$ cat config.mk
export PLATFORM = sky130hd
export DESIGN_NAME = csv_field_tokenizer_unit_flat
export DESIGN_NICKNAME = d
export VERILOG_FILES = /design/src/rtl/core/csvt_pkg.sv /design/src/rtl/core/csvt_if.sv /design/src/rtl/core/csvt_step.sv /design/src/rtl/core/csvt_out_stage.sv /design/src/rtl/core/csv_field_tokenizer_unit.sv /design/src/flat_wrapper.sv
export SDC_FILE = /design/constraint.sdc
export NUM_CORES = 1
export LEC_CHECK = 0
export BUFFER_PORTS_ARGS = -buffer_cell sky130_fd_sc_hd__buf_4
export CORE_MARGIN = 3
export CORE_UTILIZATION = 53
export CTS_BUF_LIST = sky130_fd_sc_hd__clkbuf_16
export CTS_CLUSTER_DIAMETER = 120
export DETAILED_ROUTE_END_ITERATION = 7
export GPL_TIMING_DRIVEN = 1
export PLACE_DENSITY_LB_ADDON = 0.2
export SETUP_SLACK_MARGIN = 0.1
export SYNTH_ARGS = -nofsm -noshare
export SYNTH_HDL_FRONTEND = slang
export SYNTH_SLANG_ARGS = --single-unit
$ cat constraint.sdc
create_clock -name clk_i -period 3.05 [get_ports clk_i]
set_clock_uncertainty 0.05 [all_clocks]
set_input_delay 0.61 -clock clk_i [delete_from_list [all_inputs] [get_ports clk_i]]
set_output_delay 0.61 -clock clk_i [all_outputs]
set_load 0.02 [all_outputs]
$ cat src/rtl/core/csvt_pkg.sv
// ----------------------------------------------------------------------------
// csvt_pkg
// Shared types and constants of the CSV field tokenizer.
// ----------------------------------------------------------------------------
package csvt_pkg;

  localparam int unsigned MAX_COLUMNS = 1024;
  localparam int unsigned COL_W = 10;
  localparam logic [COL_W-1:0] COL_TOP =
      (MAX_COLUMNS - 1 < 1023) ? COL_W'(MAX_COLUMNS - 1) : COL_W'(1023);

  localparam logic [7:0] CHAR_COMMA = 8'd44;
  localparam logic [7:0] CHAR_SPACE = 8'h20;
  localparam logic [7:0] CHAR_TAB = 8'h09;
  localparam logic [7:0] CHAR_CR = 8'h0D;
  localparam logic [7:0] CHAR_LF = 8'h0A;
  localparam logic [7:0] CHAR_QUOTE = 8'h22;

  localparam logic [15:0] HDR_SEEN_MAX = 16'hFFFF;

  // Configuration register indexes.
  localparam logic [1:0] CFG_DELIMITER = 2'd0;
  localparam logic [1:0] CFG_TRIM = 2'd1;
  localparam logic [1:0] CFG_HDR_SKIP = 2'd2;

  typedef enum logic [5:0] {
    MODE_HDR_OUT = 6'b000001,
    MODE_HDR_INQ = 6'b000010,
    MODE_HDR_QP  = 6'b000100,
    MODE_DAT_OUT = 6'b001000,
    MODE_DAT_INQ = 6'b010000,
    MODE_DAT_QP  = 6'b100000
  } mode_e;

  typedef struct packed {
    logic [7:0]  delimiter;
    logic        trim;
    logic [15:0] hdr_skip;
  } cfg_t;

  typedef struct packed {
    mode_e            mode;
    logic [15:0]      hdr_seen;
    logic             field_has;
    logic             row_has;
    logic [COL_W-1:0] col;
  } state_t;

  typedef struct packed {
    logic             char_valid;
    logic [7:0]       char_out;
    logic [COL_W-1:0] column_index;
    logic             field_done;
    logic             row_done;
    logic             input_done;
    logic             row_dropped;
    logic             quote_error;
  } result_t;

endpackage

$ cat src/rtl/core/csvt_if.sv
// ----------------------------------------------------------------------------
// csvt_in_if / csvt_out_if
// Valid/ready channels for text bytes in and tokens out.
// ----------------------------------------------------------------------------
interface csvt_in_if;
  logic       valid;
  logic       ready;
  logic [7:0] in_byte;
  logic       end_of_input;

  modport source (output valid, output in_byte, output end_of_input, input ready);
  modport sink (input valid, input in_byte, input end_of_input, output ready);
endinterface

interface csvt_out_if;
  logic                     valid;
  logic                     ready;
  logic                     char_valid;
  logic [7:0]               char_out;
  logic [csvt_pkg::COL_W-1:0] column_index;
  logic                     field_done;
  logic                     row_done;
  logic                     input_done;
  logic                     row_dropped;
  logic                     quote_error;

  modport source (output valid, output char_valid, output char_out, output column_index,
                  output field_done, output row_done, output input_done,
                  output row_dropped, output quote_error, input ready);
  modport sink (input valid, input char_valid, input char_out, input column_index,
                input field_done, input row_done, input input_done,
                input row_dropped, input quote_error, output ready);
endinterface

$ cat src/rtl/core/csvt_step.sv
// ----------------------------------------------------------------------------
// csvt_step
// Parser step: next state and optional token for one byte or end of input.
// ----------------------------------------------------------------------------
module csvt_step (
  input  csvt_pkg::cfg_t    cfg_i,
  input  csvt_pkg::state_t  cur_i,
  input  logic [7:0]        in_byte_i,
  input  logic              end_of_input_i,
  output csvt_pkg::state_t  nxt_o,
  output csvt_pkg::result_t res_o,
  output logic              res_valid_o
);

  logic go_hdr;
  logic go_dat;
  logic is_quote;
  logic is_blank;

  assign is_quote = (in_byte_i == csvt_pkg::CHAR_QUOTE);
  assign is_blank = (in_byte_i == csvt_pkg::CHAR_SPACE) || (in_byte_i == csvt_pkg::CHAR_TAB);

  always_comb begin
    nxt_o = cur_i;
    res_o = '0;
    res_valid_o = 1'b0;
    go_hdr = 1'b0;
    go_dat = 1'b0;

    if (end_of_input_i) begin
      res_valid_o = 1'b1;
      res_o.input_done = 1'b1;
      res_o.row_dropped = (cur_i.mode == csvt_pkg::MODE_DAT_OUT ||
                           cur_i.mode == csvt_pkg::MODE_DAT_INQ ||
                           cur_i.mode == csvt_pkg::MODE_DAT_QP) &&
                          (cur_i.row_has || cur_i.field_has);
      res_o.quote_error = (cur_i.mode == csvt_pkg::MODE_HDR_INQ) ||
                          (cur_i.mode == csvt_pkg::MODE_DAT_INQ);
      nxt_o.mode = csvt_pkg::MODE_HDR_OUT;
      nxt_o.hdr_seen = '0;
      nxt_o.field_has = 1'b0;
      nxt_o.row_has = 1'b0;
      nxt_o.col = '0;
    end else begin
      unique case (cur_i.mode)
        csvt_pkg::MODE_HDR_OUT: go_hdr = 1'b1;
        csvt_pkg::MODE_HDR_INQ: begin
          if (is_quote) nxt_o.mode = csvt_pkg::MODE_HDR_QP;
        end
        csvt_pkg::MODE_HDR_QP: begin
          if (is_quote) nxt_o.mode = csvt_pkg::MODE_HDR_INQ;
          else go_hdr = 1'b1;
        end
        csvt_pkg::MODE_DAT_INQ: begin
          if (is_quote) begin
            nxt_o.mode = csvt_pkg::MODE_DAT_QP;
          end else begin
            res_valid_o = 1'b1;
            res_o.char_valid = 1'b1;
            res_o.char_out = in_byte_i;
            res_o.column_index = cur_i.col;
          end
        end
        csvt_pkg::MODE_DAT_QP: begin
          if (is_quote) begin
            // Doubled quote: a literal quote inside the quoted field.
            nxt_o.mode = csvt_pkg::MODE_DAT_INQ;
            res_valid_o = 1'b1;
            res_o.char_valid = 1'b1;
            res_o.char_out = in_byte_i;
            res_o.column_index = cur_i.col;
          end else begin
            go_dat = 1'b1;
          end
        end
        default: go_dat = 1'b1;
      endcase

      if (go_hdr) begin
        if (cur_i.hdr_seen >= cfg_i.hdr_skip) begin
          go_dat = 1'b1;
        end else begin
          nxt_o.mode = csvt_pkg::MODE_HDR_OUT;
          if (is_quote) begin
            nxt_o.mode = csvt_pkg::MODE_HDR_INQ;
          end else if (in_byte_i == csvt_pkg::CHAR_LF &&
                       cur_i.hdr_seen != csvt_pkg::HDR_SEEN_MAX) begin
            nxt_o.hdr_seen = cur_i.hdr_seen + 16'd1;
          end
        end
      end

      if (go_dat) begin
        nxt_o.mode = csvt_pkg::MODE_DAT_OUT;
        if (is_quote) begin
          nxt_o.mode = csvt_pkg::MODE_DAT_INQ;
          nxt_o.field_has = 1'b1;
          nxt_o.row_has = 1'b1;
        end else if (in_byte_i == csvt_pkg::CHAR_CR) begin
          nxt_o.mode = csvt_pkg::MODE_DAT_OUT;
        end else if (in_byte_i == csvt_pkg::CHAR_LF) begin
          // An empty line gives no token at all.
          if (cur_i.row_has || cur_i.field_has) begin
            res_valid_o = 1'b1;
            res_o.column_index = cur_i.col;
            res_o.field_done = 1'b1;
            res_o.row_done = 1'b1;
            nxt_o.col = '0;
            nxt_o.field_has = 1'b0;
            nxt_o.row_has = 1'b0;
          end
        end else if (in_byte_i == cfg_i.delimiter) begin
          res_valid_o = 1'b1;
          res_o.column_index = cur_i.col;
          res_o.field_done = 1'b1;
          if (cur_i.col < csvt_pkg::COL_TOP) nxt_o.col = cur_i.col + 1'b1;
          nxt_o.field_has = 1'b0;
          nxt_o.row_has = 1'b1;
        end else if (!(cfg_i.trim && !cur_i.field_has && is_blank)) begin
          nxt_o.field_has = 1'b1;
          nxt_o.row_has = 1'b1;
          res_valid_o = 1'b1;
          res_o.char_valid = 1'b1;
          res_o.char_out = in_byte_i;
          res_o.column_index = cur_i.col;
        end
      end
    end
  end

endmodule

$ cat src/rtl/core/csvt_out_stage.sv
// ----------------------------------------------------------------------------
// csvt_out_stage
// Result register that drives the token channel and holds it under stall.
// ----------------------------------------------------------------------------
module csvt_out_stage (
  input  logic              clk_i,
  input  logic              rst_ni,
  input  logic              push_i,
  input  csvt_pkg::result_t res_i,
  output logic              room_o,
  csvt_out_if.source        out_o
);

  logic              valid_q;
  csvt_pkg::result_t res_q;

  assign room_o = !valid_q || out_o.ready;

  always_ff @(posedge clk_i or negedge rst_ni) begin
    if (!rst_ni) begin
      valid_q <= 1'b0;
    end else if (room_o) begin
      valid_q <= push_i;
    end
  end

  always_ff @(posedge clk_i) begin
    if (room_o && push_i) begin
      res_q <= res_i;
    end
  end

  assign out_o.valid = valid_q;
  assign out_o.char_valid = res_q.char_valid;
  assign out_o.char_out = res_q.char_out;
  assign out_o.column_index = res_q.column_index;
  assign out_o.field_done = res_q.field_done;
  assign out_o.row_done = res_q.row_done;
  assign out_o.input_done = res_q.input_done;
  assign out_o.row_dropped = res_q.row_dropped;
  assign out_o.quote_error = res_q.quote_error;

endmodule

$ cat src/rtl/core/csv_field_tokenizer_unit.sv
// ----------------------------------------------------------------------------
// csv_field_tokenizer_unit
// Streaming CSV tokenizer: text bytes in, field characters and field/row
// end marks out.
// ----------------------------------------------------------------------------
//
//   channel   direction  carries
//   in_i      sink       in_byte, end_of_input
//   res_o     source     char_valid, char_out, column_index, field_done,
//                        row_done, input_done, row_dropped, quote_error
//   cfg_*     write      delimiter, trim flag, header line count
//
// Each item passes from the input register through the parser step into the
// result register, which holds its token. A new item can be accepted in every
// cycle unless an item that makes a token is held by a full, stalled result
// register; the rate is one item per cycle.
// Reset clears the parser state and loads the default configuration.
// While a token waits in the result register, the input register still takes
// one item; an item that makes no token moves on even when the output stalls.
// ----------------------------------------------------------------------------
module csv_field_tokenizer_unit (
  input  logic        clk_i,
  input  logic        rst_ni,
  input  logic        cfg_we_i,
  input  logic [1:0]  cfg_idx_i,
  input  logic [15:0] cfg_data_i,
  csvt_in_if.sink     in_i,
  csvt_out_if.source  res_o
);

  // Configuration registers.
  csvt_pkg::cfg_t cfg_q;

  always_ff @(posedge clk_i or negedge rst_ni) begin
    if (!rst_ni) begin
      cfg_q.delimiter <= csvt_pkg::CHAR_COMMA;
      cfg_q.trim <= 1'b1;
      cfg_q.hdr_skip <= '0;
    end else if (cfg_we_i) begin
      unique case (cfg_idx_i)
        csvt_pkg::CFG_DELIMITER: cfg_q.delimiter <= cfg_data_i[7:0];
        csvt_pkg::CFG_TRIM:      cfg_q.trim <= cfg_data_i[0];
        csvt_pkg::CFG_HDR_SKIP:  cfg_q.hdr_skip <= cfg_data_i;
        default: ;
      endcase
    end
  end

  // Input register. It frees up whenever its item can be retired into the
  // parser, which is the case unless the item makes a token and the result
  // register is full and stalled.
  logic       in_valid_q;
  logic [7:0] in_byte_q;
  logic       eoi_q;
  logic       advance;
  logic       room;

  csvt_pkg::state_t  st_q;
  csvt_pkg::state_t  st_d;
  csvt_pkg::result_t res_d;
  logic              res_valid_d;

  assign advance = in_valid_q && (room || !res_valid_d);
  assign in_i.ready = !in_valid_q || advance;

  always_ff @(posedge clk_i or negedge rst_ni) begin
    if (!rst_ni) begin
      in_valid_q <= 1'b0;
    end else if (in_i.ready) begin
      in_valid_q <= in_i.valid;
    end
  end

  always_ff @(posedge clk_i) begin
    if (in_i.ready && in_i.valid) begin
      in_byte_q <= in_i.in_byte;
      eoi_q <= in_i.end_of_input;
    end
  end

  // Parser step between the input register and the result register.
  csvt_step u_step (
    .cfg_i          (cfg_q),
    .cur_i          (st_q),
    .in_byte_i      (in_byte_q),
    .end_of_input_i (eoi_q),
    .nxt_o          (st_d),
    .res_o          (res_d),
    .res_valid_o    (res_valid_d)
  );

  // Parser state only moves when an item is retired.
  always_ff @(posedge clk_i or negedge rst_ni) begin
    if (!rst_ni) begin
      st_q.mode <= csvt_pkg::MODE_HDR_OUT;
      st_q.hdr_seen <= '0;
      st_q.field_has <= 1'b0;
      st_q.row_has <= 1'b0;
      st_q.col <= '0;
    end else if (advance) begin
      st_q <= st_d;
    end
  end

  csvt_out_stage u_out (
    .clk_i  (clk_i),
    .rst_ni (rst_ni),
    .push_i (advance && res_valid_d),
    .res_i  (res_d),
    .room_o (room),
    .out_o  (res_o)
  );

`ifndef NO_ASSERTIONS
  // End of input always returns the parser to its starting point.
  a_eoi_clears: assert property (@(posedge clk_i) disable iff (!rst_ni)
      advance && eoi_q |=> st_q.mode == csvt_pkg::MODE_HDR_OUT && st_q.col == '0 &&
                           !st_q.row_has && !st_q.field_has)
    else $error("parser state not cleared after end of input");

  // The column counter saturates and never runs past its top value.
  a_col_range: assert property (@(posedge clk_i) disable iff (!rst_ni)
      st_q.col <= csvt_pkg::COL_TOP)
    else $error("column counter beyond its top value");

  // Error and drop flags only ride on the end-of-input token.
  a_flags_on_eoi: assert property (@(posedge clk_i) disable iff (!rst_ni)
      res_o.valid && (res_o.quote_error || res_o.row_dropped) |-> res_o.input_done)
    else $error("end-of-input flag on an ordinary token");

  // A held item in the input register is neither lost nor overwritten.
  a_in_hold: assert property (@(posedge clk_i) disable iff (!rst_ni)
      in_valid_q && !advance |=> in_valid_q && $stable(in_byte_q) && $stable(eoi_q))
    else $error("stalled input item overwritten");
`endif

endmodule

$ cat src/flat_wrapper.sv
// flat-port wrapper written by rule: the top's interface ports become plain ports
module csv_field_tokenizer_unit_flat 
  (clk_i, rst_ni, cfg_we_i, cfg_idx_i, cfg_data_i, in_i_valid, in_i_in_byte, in_i_end_of_input, in_i_ready, res_o_valid, res_o_char_valid, res_o_char_out, res_o_column_index, res_o_field_done, res_o_row_done, res_o_input_done, res_o_row_dropped, res_o_quote_error, res_o_ready);
  csvt_in_if in_i_i ();
  csvt_out_if res_o_i ();
  input  logic clk_i;
  input  logic rst_ni;
  input  logic cfg_we_i;
  input  logic [1:0] cfg_idx_i;
  input  logic [15:0] cfg_data_i;
  input wire logic [$bits(in_i_i.valid)-1:0] in_i_valid;
  input wire logic [$bits(in_i_i.in_byte)-1:0] in_i_in_byte;
  input wire logic [$bits(in_i_i.end_of_input)-1:0] in_i_end_of_input;
  output wire logic [$bits(in_i_i.ready)-1:0] in_i_ready;
  output wire logic [$bits(res_o_i.valid)-1:0] res_o_valid;
  output wire logic [$bits(res_o_i.char_valid)-1:0] res_o_char_valid;
  output wire logic [$bits(res_o_i.char_out)-1:0] res_o_char_out;
  output wire logic [$bits(res_o_i.column_index)-1:0] res_o_column_index;
  output wire logic [$bits(res_o_i.field_done)-1:0] res_o_field_done;
  output wire logic [$bits(res_o_i.row_done)-1:0] res_o_row_done;
  output wire logic [$bits(res_o_i.input_done)-1:0] res_o_input_done;
  output wire logic [$bits(res_o_i.row_dropped)-1:0] res_o_row_dropped;
  output wire logic [$bits(res_o_i.quote_error)-1:0] res_o_quote_error;
  input wire logic [$bits(res_o_i.ready)-1:0] res_o_ready;
  assign in_i_i.valid = in_i_valid;
  assign in_i_i.in_byte = in_i_in_byte;
  assign in_i_i.end_of_input = in_i_end_of_input;
  assign in_i_ready = in_i_i.ready;
  assign res_o_valid = res_o_i.valid;
  assign res_o_char_valid = res_o_i.char_valid;
  assign res_o_char_out = res_o_i.char_out;
  assign res_o_column_index = res_o_i.column_index;
  assign res_o_field_done = res_o_i.field_done;
  assign res_o_row_done = res_o_i.row_done;
  assign res_o_input_done = res_o_i.input_done;
  assign res_o_row_dropped = res_o_i.row_dropped;
  assign res_o_quote_error = res_o_i.quote_error;
  assign res_o_i.ready = res_o_ready;
  csv_field_tokenizer_unit u_core (.clk_i(clk_i), .rst_ni(rst_ni), .cfg_we_i(cfg_we_i), .cfg_idx_i(cfg_idx_i), .cfg_data_i(cfg_data_i), .in_i(in_i_i), .res_o(res_o_i));
endmodule
==> metrics.txt <==
status=finished, violations left; failing checks=negative setup slack; worst path required time=2390 ps; Synth top area share=27.1%; H-Tree Depth=3; register area share after synthesis=between 40% and 50%; # IOs=58; final net count=about 630; total number of vias=4156; Mapped Avg Cell Area=10.6 sq um; Top FF cell, synth=dfrtp_1; Setup crit start kind=register; Buffers on Ports=57; clock power share=27.6%; CTS buffer count=9; Root Buffer=clkbuf_16; Rel. slew slack=47.1%; critical path peak fanout=2; leakage power=2.74 nW; initial antenna violation count=0; vias per cell=5.86; cell count of the worst reg-to-reg path=13; CP Capture Type=output pin; #FFs+latches synth=94; syn_nets=approximately 540; final hold vios=0; Cells after Synth=488; final setup vio count=36; DP Cell Count=between 600 and 700; Core ar.=9370 sq um; hold buffer count at cts=0; share of cells above drive strength 1=about a third; class of the tightest hold or removal check=input pin to async pin; Power Internal=about 2.7 mW; distinct cell type count after synthesis=65; Slew @ Worst Pin=790 ps; wire per inst=17.1 um; DRC=0; clk buf depth=2; Die Area=11000 sq um; worst hold slack=approximately 280 ps; kind of critical path=register to output pin; Area Overhead vs Synth=23.5%; Post-DP HPWL=8.29 mm; Pwr Density=641 nW/um^2; Die Y=105 um; setup ws final=-280 ps; first-pass GRT wire length=19.9 mm; routability cong.=a little under 0.9; RSZ-0062 raised after global routing=true; Initial Util=between 50% and 60%; Net Switching=between 1 and 1.5 mW; Tcrit/Tclk final=109%; async set-or-reset flop fraction in the synthesized netlist=about two thirds; final WL=12.1 mm; CP arrival=between 2000 and 3000 ps; Pwr Total=4.10 mW; post-synth top area cell=dfrtp_1; TritonCTS Sinks=94; Initial DRT Pass Iterations=5; Synth area leaders=dfrtp_1 27%, edfxtp_1 19%, mux2_2 5.4%; Max VDD drop=0.329 mV; Max Cap Violations=0; Yosys warnings=0; row count=35; grt ovf=0; Die W=105 um; Max Slew Vio Count=0; final antenna diode count=0; Post-synth EDFFs=33; fmax=between 300 and 400 MHz; Comb pwr share=about a third; reg2reg setup slack=-190 ps; switching share of power=between 30% and 40%; part of the power in registers=40.6%; largest net degree at the start of global routing=62; Detail Route Antenna Nets=0; Cell Area, Synth=5170 sq um; CTS tree=done; Worst-path clk slew=70 ps; number of global-route vias before repair=between 4000 and 5000; clk_lat worst skew=350 ps; fin cells=709; GRT Resource Usage Total=roughly 22%; DRT iter0 DRCs=around 190; fin crit period=~3300 ps
## cell type report
cell class | count | area (sq um)
fillers | 745 | 2980
flip-flops and latches | 94 | 2520
repair buffers | 93 | 709
inverters | 23 | 86.3
clock buffers | 9 | 225
multi-input cells | 354 | 2610
clock inverters | 7 | 73.8
well taps | 129 | 161
## worst paths after layout
path	startpoint	end
worst max-delay path	u_core.st_q[19]	in_i_ready
min in group clk_i	in_i_in_byte[1]	u_core.in_byte_q[1]
max in group asynchronous	rst_ni	u_core.cfg_q[14]
worst max register to register	u_core.st_q[19]	u_core.in_byte_q[0]
worst min-delay path	rst_ni	u_core.st_q[5]
worst min register to register	u_core.st_q[10]	u_core.st_q[10]
## power by group through the flow
stage               Clock [mW]  Combinational (mW)  Sequential, mW
global placement             0                1.19            1.68
floorplan                    0               0.680            1.78
finish                    1.13                1.30            1.66
CTS                       1.15                1.26            1.66
detailed placement           0                1.22            1.69
global route              1.20                1.41            1.69
## logic make-up after synthesis
| family | after synthesis | synth area share (%) |
|---|---|---|
| mux | 25 | 5.44 |
| flops | 94 | 48.8 |
| simple gates | 190 | 20.1 |
| buf+inv | 40 | 3.72 |
| compound gates | 111 | 15.9 |
| fa+ha+maj | 18 | 4.35 |
| xor+xnor | 10 | 1.69 |
## state kept, by name, summed over array words and instances (netlist names), 8 cells and up
register                         flops
u_core.u_out.out_o.char_out          8
u_core.st_q                         34
u_core.u_out.out_o.column_index     10
u_core.in_byte_q                     8
u_core.cfg_q                        25
## metrics by stage
stage | setup TNS, ps | area (sq um) | util [%] | setup WS, ps
6_report | -5580 | 6390 | 68.2 | -280
2_1_floorplan | 0 | 5200 | - | 105
3_5_place_dp | 0 | 5890 | 62.8 | 36.9
4_1_cts | -165 | 6270 | 66.9 | -165
5_1_grt | -10620 | 6390 | 68.2 | -393
3_3_place_gp | 0 | 5890 | 62.8 | 117
## critical path, stage by stage, from the launching register on
cell and delay, ps:
dfrtp_1 390, ha_1 320, a21oi_1 340, nor3_4 70, a2111oi_4 350, o21a_1 210
o21ai_2 80, a21oi_2 230, o21bai_4 120, nand3_2 90, buf_6 110
## cells in the final DEF, fill, tap and decap left out, drive strengths merged, types with 17 or more instances in the layout
cell / n
dfrtp: 56
buf: 93
nor2: 32
edfxtp: 33
ha: 18
and2: 20
o21ai: 45
inv: 25
mux2: 25
nand2: 45
nand3: 17
## repair_timing
action | 4_1_cts | 5_1_grt
buffers inserted | 6 | 3
setup endpoints to repair | 42 | 75
resized for setup | 8 | 20
pin swaps | 8 | 10
## Yosys cell counts (all sizes together), types with 3 or more instances
master / instances
dfrtp: 56
nand2: 45
o21ai: 45
edfxtp: 33
nor2: 32
mux2: 25
inv: 23
and2: 20
ha: 18
nand3: 17
a21oi: 14
nor2b: 13
buf: 11
nand2b: 10
nor3: 9
o31ai: 9
xnor2: 9
and3: 8
a32oi: 7
clkbuf: 6
nand3b: 6
nor4: 6
a211oi: 5
a31oi: 5
dfstp: 5
nand4: 5
or3: 5
a21o: 4
o41ai: 4
or2: 4
a31o: 3
nor4b: 3
or4: 3
## layer usage
layer / track usage [%] / wire length [um] / vias up
met4: 9.84 / 345 / 0
li1: - / - / 1958
met3: 3.40 / 570 / 30
met1: 29.5 / 5170 / 2029
met5: 0 / 0 / -
met2: 36.6 / 6030 / 139
(Power assumes the default switching activity.)
